==> config.mk <==
export PLATFORM = sky130hd
export DESIGN_NAME = mouse_packet_decoder_queue_top_flat
export DESIGN_NICKNAME = d
export VERILOG_FILES = /design/src/design/mpdq_pkg.sv /design/src/design/mpdq_intf.sv /design/src/design/mpdq_assembler.sv /design/src/design/mpdq_queue.sv /design/src/design/mouse_packet_decoder_queue_top.sv /design/src/flat_wrapper.sv
export SDC_FILE = /design/constraint.sdc
export NUM_CORES = 1
export LEC_CHECK = 0
export BUFFER_PORTS_ARGS = -buffer_cell sky130_fd_sc_hd__buf_2
export CAP_MARGIN = 20
export CORE_MARGIN = 10
export CORE_UTILIZATION = 66
export DETAILED_ROUTE_END_ITERATION = 16
export GPL_TIMING_DRIVEN = 0
export PLACE_DENSITY = 0.79
export SYNTH_ARGS = -nofsm -noshare
export SYNTH_HDL_FRONTEND = slang
export SYNTH_SLANG_ARGS = --single-unit
==> constraint.sdc <==
create_clock -name clock -period 6.85 [get_ports clock]
set_clock_uncertainty 0.1 [all_clocks]
set_input_delay 0.3425 -clock clock [delete_from_list [all_inputs] [get_ports clock]]
set_output_delay 0.3425 -clock clock [all_outputs]
set_load 0.1 [all_outputs]
==> src/design/mpdq_pkg.sv <==
// Shared types, constants and helpers for the mouse packet decoder queue.
package mpdq_pkg;

   // Event queue geometry (the ring holds one fewer event than its depth)
   localparam int QUEUE_DEPTH = 32;
   localparam int PTR_W       = (QUEUE_DEPTH > 1) ? $clog2(QUEUE_DEPTH) : 1;

   // Request opcodes
   localparam logic OP_RX_BYTE = 1'b0;
   localparam logic OP_POP     = 1'b1;

   // Packet framing
   localparam int   SYNC_BIT   = 3;     // bit that marks a first packet byte
   localparam logic [1:0] LAST_POS_STD   = 2'd2;
   localparam logic [1:0] LAST_POS_WHEEL = 2'd3;

   typedef logic [PTR_W-1:0] ptr_type;

   // One decoded event as stored in the queue (23 bits)
   typedef struct packed {
      logic signed [3:0] wheel;
      logic signed [7:0] move_y;
      logic signed [7:0] move_x;
      logic        [2:0] buttons;
   } event_type;

   // Push from the assembler to the queue
   typedef struct packed {
      logic      valid;
      event_type evt;
   } push_type;

   // Ring pointer advance with wrap at the queue depth
   function automatic ptr_type next_ptr(input ptr_type p);
      next_ptr = (p == PTR_W'(QUEUE_DEPTH - 1)) ? '0 : p + 1'b1;
   endfunction

endpackage

==> src/design/mpdq_intf.sv <==
// Channel interfaces: request, response and configuration write.

interface mpdq_req_if;
   logic       valid;
   logic       ready;
   logic       op;
   logic [7:0] rx_byte;
   modport source (output valid, output op, output rx_byte, input ready);
   modport sink   (input valid, input op, input rx_byte, output ready);
endinterface

interface mpdq_rsp_if;
   logic              valid;
   logic              ready;
   logic              got_event;
   logic        [2:0] buttons;
   logic signed [7:0] move_x;
   logic signed [7:0] move_y;
   logic signed [3:0] wheel;
   modport source (output valid, output got_event, output buttons, output move_x,
                   output move_y, output wheel, input ready);
   modport sink   (input valid, input got_event, input buttons, input move_x,
                   input move_y, input wheel, output ready);
endinterface

interface mpdq_csr_if;
   logic valid;
   logic ready;
   logic wheel_mode;
   modport source (output valid, output wheel_mode, input ready);
   modport sink   (input valid, input wheel_mode, output ready);
endinterface

==> src/design/mpdq_assembler.sv <==
// Packet assembler: frames received bytes into packets and decodes events.
module mpdq_assembler
   import mpdq_pkg::*;
(
   input  logic       clock,
   input  logic       reset,
   input  logic       csr_we,
   input  logic       csr_wheel_mode,
   input  logic       byte_valid,
   input  logic [7:0] rx_byte,
   output push_type   push
);

   logic       wheel_mode_ff, wheel_mode_in;
   logic [1:0] pos_ff, pos_in;
   logic [7:0] pkt_ff [3];
   logic [1:0] last_pos;
   logic       drop;
   logic       complete;
   logic [7:0] b0, b1, b2;

   // Mode register
   assign wheel_mode_in = csr_we ? csr_wheel_mode : wheel_mode_ff;

   // Framing: skip bytes until a sync byte, finish at the last position
   assign last_pos = wheel_mode_ff ? LAST_POS_WHEEL : LAST_POS_STD;
   assign drop     = (pos_ff == 2'd0) && !rx_byte[SYNC_BIT];
   assign complete = byte_valid && !drop && (pos_ff >= last_pos);

   always_comb begin
      pos_in = pos_ff;
      if (byte_valid && !drop) begin
         pos_in = complete ? 2'd0 : pos_ff + 2'd1;
      end
   end

   always_ff @(posedge clock) begin
      if (reset) begin
         wheel_mode_ff <= 1'b0;
         pos_ff        <= 2'd0;
      end else begin
         wheel_mode_ff <= wheel_mode_in;
         pos_ff        <= pos_in;
      end
   end

   // Packet byte capture
   always_ff @(posedge clock) begin
      if (byte_valid && !drop && pos_ff != 2'd3) begin
         pkt_ff[pos_ff] <= rx_byte;
      end
   end

   // Bypass the byte arriving in the completing cycle
   assign b0 = pkt_ff[0];
   assign b1 = pkt_ff[1];
   assign b2 = (pos_ff == 2'd2) ? rx_byte : pkt_ff[2];

   always_comb begin
      push.valid       = complete;
      push.evt.buttons = b0[2:0];
      push.evt.move_x  = b1;
      push.evt.move_y  = b2;
      push.evt.wheel   = wheel_mode_ff ? rx_byte[3:0] : 4'd0;
   end

endmodule

==> src/design/mpdq_queue.sv <==
// Event ring queue: one synchronous memory with read and write pointers.
module mpdq_queue
   import mpdq_pkg::*;
(
   input  logic      clock,
   input  logic      reset,
   input  push_type  push,
   input  logic      pop_req,
   output logic      pop_hit,
   output event_type rd_data
);

   event_type mem [QUEUE_DEPTH];
   ptr_type   rd_ptr_ff, rd_ptr_in;
   ptr_type   wr_ptr_ff, wr_ptr_in;
   logic      full;
   logic      do_write;
   logic      do_read;

   // Occupancy
   assign full     = (next_ptr(wr_ptr_ff) == rd_ptr_ff);
   assign pop_hit  = (rd_ptr_ff != wr_ptr_ff);
   assign do_write = push.valid && !full;
   assign do_read  = pop_req && pop_hit;

   assign wr_ptr_in = do_write ? next_ptr(wr_ptr_ff) : wr_ptr_ff;
   assign rd_ptr_in = do_read  ? next_ptr(rd_ptr_ff) : rd_ptr_ff;

   always_ff @(posedge clock) begin
      if (reset) begin
         rd_ptr_ff <= '0;
         wr_ptr_ff <= '0;
      end else begin
         rd_ptr_ff <= rd_ptr_in;
         wr_ptr_ff <= wr_ptr_in;
      end
   end

   // Storage; read data holds until the next read
   always_ff @(posedge clock) begin
      if (do_write) begin
         mem[wr_ptr_ff] <= push.evt;
      end
   end

   always_ff @(posedge clock) begin
      if (do_read) begin
         rd_data <= mem[rd_ptr_ff];
      end
   end

endmodule

==> src/design/mouse_packet_decoder_queue_top.sv <==
// Top level of the mouse packet decoder queue.
//
// Accepts one request per cycle: a received aux byte (op 0) or a pop (op 1).
// Bytes are framed into 3-byte packets, or 4-byte packets in wheel mode, after
// a first byte with bit 3 set; each packet becomes an event pushed into a
// 32-entry ring memory holding up to 31 events (extra events are dropped).
// Each pop returns one response, passed through the synchronous memory read and
// then the output register; got_event is 0 with all fields zero when the queue
// is empty. Pops and bytes stream at one request per cycle while the response
// side keeps up; byte requests produce no response. The wheel_mode register is
// written through the csr channel, which is always ready, and should only be
// written while the block is idle.
module mouse_packet_decoder_queue_top
   import mpdq_pkg::*;
(
   input  logic clock,
   input  logic reset,
   mpdq_req_if.sink   req,
   mpdq_rsp_if.source rsp,
   mpdq_csr_if.sink   csr
);

   push_type  push;
   event_type rd_data;
   logic      pop_hit;
   logic      req_acc;
   logic      byte_valid;
   logic      pop_req;
   logic      out_free;
   logic      move;
   logic      s1_valid_ff, s1_valid_in;
   logic      s1_hit_ff;
   logic      rsp_valid_ff, rsp_valid_in;
   logic      got_ff;
   event_type evt_ff;

   // Request decode
   assign out_free   = !rsp_valid_ff || rsp.ready;
   assign req.ready  = !s1_valid_ff || out_free;
   assign req_acc    = req.valid && req.ready;
   assign byte_valid = req_acc && (req.op == OP_RX_BYTE);
   assign pop_req    = req_acc && (req.op == OP_POP);
   assign csr.ready  = 1'b1;

   mpdq_assembler u_asm (
      .clock          (clock),
      .reset          (reset),
      .csr_we         (csr.valid && csr.ready),
      .csr_wheel_mode (csr.wheel_mode),
      .byte_valid     (byte_valid),
      .rx_byte        (req.rx_byte),
      .push           (push)
   );

   mpdq_queue u_queue (
      .clock   (clock),
      .reset   (reset),
      .push    (push),
      .pop_req (pop_req),
      .pop_hit (pop_hit),
      .rd_data (rd_data)
   );

   // Read stage: waits for memory data, holds while the output is blocked
   assign move         = s1_valid_ff && out_free;
   assign s1_valid_in  = pop_req || (s1_valid_ff && !out_free);
   assign rsp_valid_in = move || (rsp_valid_ff && !rsp.ready);

   always_ff @(posedge clock) begin
      if (reset) begin
         s1_valid_ff  <= 1'b0;
         rsp_valid_ff <= 1'b0;
      end else begin
         s1_valid_ff  <= s1_valid_in;
         rsp_valid_ff <= rsp_valid_in;
      end
   end

   always_ff @(posedge clock) begin
      if (pop_req) begin
         s1_hit_ff <= pop_hit;
      end
   end

   // Output register
   always_ff @(posedge clock) begin
      if (move) begin
         got_ff <= s1_hit_ff;
         evt_ff <= s1_hit_ff ? rd_data : '0;
      end
   end

   assign rsp.valid     = rsp_valid_ff;
   assign rsp.got_event = got_ff;
   assign rsp.buttons   = evt_ff.buttons;
   assign rsp.move_x    = evt_ff.move_x;
   assign rsp.move_y    = evt_ff.move_y;
   assign rsp.wheel     = evt_ff.wheel;

endmodule
==> src/flat_wrapper.sv <==
// flat-port wrapper written by rule: the top's interface ports become plain ports
module mouse_packet_decoder_queue_top_flat import mpdq_pkg::*;
  (clock, reset, req_valid, req_op, req_rx_byte, req_ready, rsp_valid, rsp_got_event, rsp_buttons, rsp_move_x, rsp_move_y, rsp_wheel, rsp_ready, csr_valid, csr_wheel_mode, csr_ready);
  mpdq_req_if req_i ();
  mpdq_rsp_if rsp_i ();
  mpdq_csr_if csr_i ();
  input  logic clock;
  input  logic reset;
  input wire logic [$bits(req_i.valid)-1:0] req_valid;
  input wire logic [$bits(req_i.op)-1:0] req_op;
  input wire logic [$bits(req_i.rx_byte)-1:0] req_rx_byte;
  output wire logic [$bits(req_i.ready)-1:0] req_ready;
  output wire logic [$bits(rsp_i.valid)-1:0] rsp_valid;
  output wire logic [$bits(rsp_i.got_event)-1:0] rsp_got_event;
  output wire logic [$bits(rsp_i.buttons)-1:0] rsp_buttons;
  output wire logic [$bits(rsp_i.move_x)-1:0] rsp_move_x;
  output wire logic [$bits(rsp_i.move_y)-1:0] rsp_move_y;
  output wire logic [$bits(rsp_i.wheel)-1:0] rsp_wheel;
  input wire logic [$bits(rsp_i.ready)-1:0] rsp_ready;
  input wire logic [$bits(csr_i.valid)-1:0] csr_valid;
  input wire logic [$bits(csr_i.wheel_mode)-1:0] csr_wheel_mode;
  output wire logic [$bits(csr_i.ready)-1:0] csr_ready;
  assign req_i.valid = req_valid;
  assign req_i.op = req_op;
  assign req_i.rx_byte = req_rx_byte;
  assign req_ready = req_i.ready;
  assign rsp_valid = rsp_i.valid;
  assign rsp_got_event = rsp_i.got_event;
  assign rsp_buttons = rsp_i.buttons;
  assign rsp_move_x = rsp_i.move_x;
  assign rsp_move_y = rsp_i.move_y;
  assign rsp_wheel = rsp_i.wheel;
  assign rsp_i.ready = rsp_ready;
  assign csr_i.valid = csr_valid;
  assign csr_i.wheel_mode = csr_wheel_mode;
  assign csr_ready = csr_i.ready;
  mouse_packet_decoder_queue_top u_core (.clock(clock), .reset(reset), .req(req_i), .rsp(rsp_i), .csr(csr_i));
endmodule
# Yosys cells after proc, flatten, opt, wreduce, memory -nomap -nowiden
# Memories as Yosys holds them, arrays and structs flattened. A register that Yosys moved wholly into a read port is not among the register bits.
# Index checks and enable logic that the tools add are counted.
[totals]
reg_bits = 40
mem_bits_rw = 760
input_bits = 15
out_inout_bits = 27
word_cells = 59
n_memories = 2
[mem_list]
columns = ["name", "depth", "width", "read_ports", "rd_clocked_by_memory_dff", "write_ports", "line_no", "source"]
rows = [
  ["u_core.u_queue.mem", 32, 23, 1, 1, 1, "mpdq_queue.sv:13", "event_type mem [QUEUE_DEPTH];"],
  ["u_core.u_asm.pkt_ff", 3, 8, 3, 0, 1, "mpdq_assembler.sv:16", "logic [7:0] pkt_ff [3];"],
]
[classes]
add_sub_neg = 3
magnitude_cmp = 1
eq_ne = 6
mux = 10
bitwise_logic = 1
reduce_logical = 24
[op_table]
columns = ["operator", "n"]
rows = [
  ["1-bit logical AND", 12],
  ["5-bit by 1-bit adder with 5-bit output, second input constant", 2],
  ["5-bit equality test, second input constant", 2],
  ["5-bit two-way mux", 2],
  ["8-bit two-way mux", 1],
  ["1-bit logical NOT", 7],
  ["5-bit equality test", 1],
  ["1-bit two-way mux", 5],
  ["5-bit != test", 1],
  ["1-bit logical OR", 4],
  ["4-bit two-way mux", 1],
  ["2-bit by 1-bit adder with 2-bit output, second input constant", 1],
  ["2-bit equality test, second input constant", 1],
  ["2-bit >= comparator", 1],
  ["2-bit logical NOT", 1],
  ["2-bit two-way mux", 1],
  ["2-bit != test, second input constant", 1],
  ["1-bit NOT", 1],
]

# Logic depth before layout (Yosys ltp)
[logic_depth]
depth_word = 10
depth_mapped = 10
ltp_nobuf = 9

# Modules after synthesis
# From an unflattened synthesis, not the netlist that was laid out.
[unflattened]
cells_unflattened = 1323
hier_area_um2 = 31567.8
[by_module_without_submodules]
columns = ["mod", "instances", "cells_per_inst", "area_each_um2"]
rows = [
  ["mpdq_queue", 1, 1199, 29549.6],
  ["mouse_packet_decoder_queue_top", 1, 64, 1019.7],
  ["mpdq_assembler", 1, 60, 998.5],
]

# Worst setup path before layout
# Ideal clock, no wire load.
[synth_path]
path_kind = "register to register"
startpoint = "register u_core.rsp_valid_ff, in the netlist u_core.rsp.valid"
endpoint = "memory u_core.u_queue.mem[23][0] (netlist bit) (enable)"
arrival_ns = 4.371
required_time_ns = 6.318
setup_slack_ns = 1.948
stages_incl_launch_ff = 6
path_buffers = 0
period_less_slack_ns = 4.902
cell_sequence = "dfxtp_1 nand3b_1 nand3_1 a311oi_4 nand2_1 nor3_1"
[synth_via]
elab_chain_len = 10
[synth_lines]
columns = ["item", "line_no", "source"]
rows = [
  ["from (decl)", "mouse_packet_decoder_queue_top.sv:33", "logic rsp_valid_ff, rsp_valid_in;"],
  ["from (signal assigned)", "mouse_packet_decoder_queue_top.sv:75", "rsp_valid_ff <= rsp_valid_in;"],
  ["1-bit logical NOT", "mouse_packet_decoder_queue_top.sv:38", "assign out_free = !rsp_valid_ff || rsp.ready;"],
  ["1-bit logical OR", "mouse_packet_decoder_queue_top.sv:38", ""],
  ["1-bit logical OR", "mouse_packet_decoder_queue_top.sv:39", "assign req.ready = !s1_valid_ff || out_free;"],
  ["net req_ready", "flat_wrapper.sv:12", "output wire logic [$bits(req_i.ready)-1:0] req_ready;"],
  ["1-bit logical AND", "mouse_packet_decoder_queue_top.sv:40", "assign req_acc = req.valid && req.ready;"],
  ["1-bit logical AND", "mouse_packet_decoder_queue_top.sv:41", "assign byte_valid = req_acc && (req.op == OP_RX_BYTE);"],
  ["1-bit logical AND (2 in series)", "mpdq_assembler.sv:28", "assign complete = byte_valid && !drop && (pos_ff >= last_pos);"],
  ["1-bit logical AND", "mpdq_queue.sv:23", "assign do_write = push.valid && !full;"],
  ["1-bit two-way mux", "mpdq_queue.sv:41", "if (do_write) begin"],
  ["1-bit two-way mux (implied by the code)", "mpdq_queue.sv:42", "mem[wr_ptr_ff] <= push.evt;"],
  ["to (decl)", "mpdq_queue.sv:13", ""],
]
# The timed path passes the listed nets, and every way through them passes these cells.

# Final worst setup path
[layout_path]
startpoint = "register u_core.u_queue.wr_ptr_ff[1]"
endpoint = "memory u_core.u_queue.mem[16][12] (netlist bit) (enable)"
[layout_via]
elab_chain_len = 7
[layout_lines]
columns = ["item", "line_no", "source"]
rows = [
  ["from (decl)", "mpdq_queue.sv:15", "ptr_type wr_ptr_ff, wr_ptr_in;"],
  ["from (signal assigned)", "mpdq_queue.sv:35", "wr_ptr_ff <= wr_ptr_in;"],
  ["5-bit by 1-bit adder with 5-bit output / 5-bit equality test (equally long branches)", "mpdq_pkg.sv:35", "next_ptr = (p == PTR_W'(QUEUE_DEPTH - 1)) ? '0 : p + 1'b1;"],
  ["5-bit two-way mux", "mpdq_pkg.sv:35", ""],
  ["5-bit equality test", "mpdq_queue.sv:21", "assign full = (next_ptr(wr_ptr_ff) == rd_ptr_ff);"],
  ["1-bit logical NOT", "mpdq_queue.sv:23", ""],
  ["1-bit logical AND", "mpdq_queue.sv:23", ""],
  ["1-bit two-way mux", "mpdq_queue.sv:41", ""],
  ["1-bit two-way mux (implied by the code)", "mpdq_queue.sv:42", ""],
]
# Parallel ways exist; a longest one is shown, timed or not.

==> results.toml <==
[flow_run]
cap_violations = 0

[clock_network]
h-tree-depth = 3
clockBufferDepth = 3
cts_tree = "yes"
cts_made_buffers = 78
cts_sinks = 818
clk_latency_ns = 0.63
clk_pin_slew_ns = 0.06
cts_root_buffer = "clkbuf_16"

[floorplanning]
dieArea_um2 = 56700
core_um2 = 46800
ios = 42
die_y_um = 238
rows = 79
fp.dieW_um = 238
initial_utilization = 0.671

[logic_synthesis]
synth_top_cell_area_share = 0.768
synth_cell_types = 37
syn-num-nets = 1347
synth.yosys.seq_area_share = 0.778
ys_ff_latch = 818
syn-cell-area_um2 = 31400
yosysWarnings = 0
avgSynthCellArea_um2 = 23.8
synthCells = 1320
yosysTopAreaCell = "edfxtp_1"
synthTopCellsByArea = "edfxtp_1 (77%), mux4_2 (17%), mux2_2 (1.1%)"

[detailed_routing]
viasPerCell = 7.23
final_antenna_net_count = 0
dr.pass1.iters = 6
drt_iter0_markers = 2493
route.vias.total = 15500
routedWlPerCell_um = 36.6
routed_wl_um = 78600
drc = 0

[worst_setup_path]
path_cells = "ha_1 > clkbuf_1 > and3_1 > ha_1 > a31o_1 > a2bb2oi_1 > xor2_1 > a311oi_4 > clkbuf_1 > and3_1 > buf_16"
endpoint_kind = "register"
worstSetupPathType = "register to register"
r2r-start = "u_core.u_queue.wr_ptr_ff[1]"
critPathLaunchType = "register"
path_buf_inv = 3
r2r_cells = 11
rrSetupSlack_ns = 2.25
crit_start = "u_core.u_queue.wr_ptr_ff[1]"
cp_num_cells = 11
reg2reg_to = "u_core.u_queue.mem[16][12]"
critPathArrivalTime_ns = 4.82
cp_slowest_stage_delay_ns = 0.90
cp_max_fo = 12
crit_end = "u_core.u_queue.mem[16][12]"
path_delay_family = "simple AND/OR/NAND/NOR gates"
cp.required_ns = 7.07
cpMaxStageDelayCell = "and3_1"

[cells_and_area]
layout_commonest_cell = "edfxtp_1"
synthToLayoutAreaGrowth_pct = 13.0
drive_above_1_share = 0.315
multi_input_area_um2 = 6640
nNetsFinal = 1509
mostFrequentLayoutCells = "edfxtp_1 (803), mux4_2 (230), clkbuf_16 (81), clkbuf_1 (52), buf_2 (51)"
fin_area_um2 = 35500
post-route-util = 0.758
area.sequential_um2 = 24400
final.fill_count = 2295
diodes = 0
final_cells = 2146

[grt]
grt_max_degree = 33
grt_use_total = 0.283
top_usage_layer = "met2"
gr-usage-met3 = 0.0750
grt_pass1_vias = 16000
grt_use_met2 = 0.436
overflow = 0
grt_pass1_wl_um = 113000
met1_usage = 0.374
antenna_found_initial = 0

[timing]
tightest_slew_ns = 1.14
setup_viol = 0
relSlewSlack = 0.240
finalCritPeriodShare = 0.672
setup_ws_ns = 2.25
rsz0062_at_grt = "false"
hold_violations = 0
maxSlewViolCount = 0
fmax_mhz = 217
min_period_ns = 4.60

[place]
place_congestion = 0.911
port_buffers = 40
placed_cells = 1984
pre_cts_ws_ns = 2.36
dp_hpwl_um = 43500
place_area_um2 = 32700

[power_and_ir_drop]
irDropWorstVdd_mv = 0.201
finalPower_uw = 9700
power_density_nw_per_um2 = 274
p_leak_uw = 0.0110

[run_status]
status = "complete, no violations"

[min_path]
hold_class = "register to register"
## per-stage QoR
step	hold WS, ns	setup TNS [ns]
after detailed placement	0.401	0
after CTS	0.405	0
after global placement	0.365	-1.86
final	0.415	0
after floorplan	0.312	0
after global routing	0.434	0
## logic make-up after synthesis
kind of cell / Yosys count / synth area share
buffers and inverters: 79 / 0.0119
AO/OA/AOI/OAI: 22 / 0.00482
adder cells (fa/ha/maj): 12 / 0.00478
flip-flops: 818 / 0.778
multiplexers: 266 / 0.178
AND/OR/NAND/NOR: 111 / 0.0197
XOR/XNOR: 11 / 0.00307
other: 1 / 0.000119
## power by group
part / internal (uW) / switching (uW) / total (uW)
clock network: 2320 / 1830 / 4150
logic: 23.4 / 73.0 / 96.4
registers: 5440 / 11.1 / 5450
## worst min-delay path by stage
| stage | start | endpoint | cells past startpoint |
|---|---|---|---|
| after floorplan | reset | u_core.s1_valid_ff | 1 |
| after global placement | u_core.s1_valid_ff | u_core.rsp.valid | 2 |
| after detailed placement | u_core.s1_valid_ff | u_core.rsp.valid | 2 |
| after CTS | req_rx_byte[4] | u_core.u_asm.pkt_ff[2][4] | 2 |
| after global routing | req_rx_byte[4] | u_core.u_asm.pkt_ff[2][4] | 2 |
| final | u_core.u_queue.rd_data[6] | u_core.rsp.move_x[3] | 1 |
## final cells by class
cell class | count | share of cell area
Buffer | 69 | 0.00949
Clock buffer | 100 | 0.0592
Clock inverter | 37 | 0.00829
Inverter | 10 | 0.00106
Multi-Input combinational cell | 423 | 0.187
Sequential cell | 818 | 0.689
Tap cell | 607 | 0.0214
Timing Repair Buffer | 82 | 0.0247
## per-layer routing
| layer | vias up | wire length [um] | share of wire |
|---|---|---|---|
| met3 | 205 | 9530 | 0.12 |
| met5 | - | 0 | 0 |
| li1 | 5923 | - | - |
| met4 | 0 | 3620 | 0.046 |
| met2 | 1395 | 38000 | 0.48 |
| met1 | 7992 | 27400 | 0.35 |
## timing repair
item / CTS / global route
resized for setup: 0 / 0
hold buffers: 15 / 0
setup buffers: 0 / 0
endpoints found under the hold margin: 26 / 0
## state kept, by name, summed over array words and instances, names as in the netlist
| name | count |
|---|---|
| u_core.u_queue.mem | 736 |
| u_core.u_queue.rd_data | 23 |
| u_core.u_asm.pkt_ff | 19 |
| u_core.rsp.move_x | 8 |
| u_core.rsp.move_y | 8 |
| u_core.u_queue.rd_ptr_ff | 5 |
| u_core.u_queue.wr_ptr_ff | 5 |
| u_core.rsp.wheel | 4 |
| u_core.rsp.buttons | 3 |
| u_core.u_asm.pos_ff | 2 |
| u_core.rsp.got_event | 1 |
| u_core.rsp.valid | 1 |
| u_core.s1_hit_ff | 1 |
| u_core.s1_valid_ff | 1 |
| u_core.u_asm.wheel_mode_ff | 1 |
## cell usage after synthesis (all sizes together)
cell     count
mux4       230
inv         10
o21a         1
a31o         1
and2        30
nand3b       3
nand3        4
nor2b        1
o32ai        1
nor2        18
mux2i        5
ha          12
a2bb2oi      1
dfxtp       15
xnor2        7
or2          1
a31oi        1
o21ai        4
and3        36
mux2        31
a311oi       1
a21boi       1
xor2         4
or3          1
nor3b        1
nand2       10
a21o         1
buf         36
edfxtp     803
nor3         6
clkbuf      33
a21oi       10
conb         1
## worst register-to-register path: stages (launching register included)
cell and delay [ns]:
dfxtp_1 0.51, ha_1 0.22, clkbuf_1 0.38, and3_1 0.23
ha_1 0.27, a31o_1 0.16, a2bb2oi_1 0.20, xor2_1 0.14
a311oi_4 0.61, clkbuf_1 0.34, and3_1 0.90, buf_16 0.25
Power figures use the tool's default switching activity.
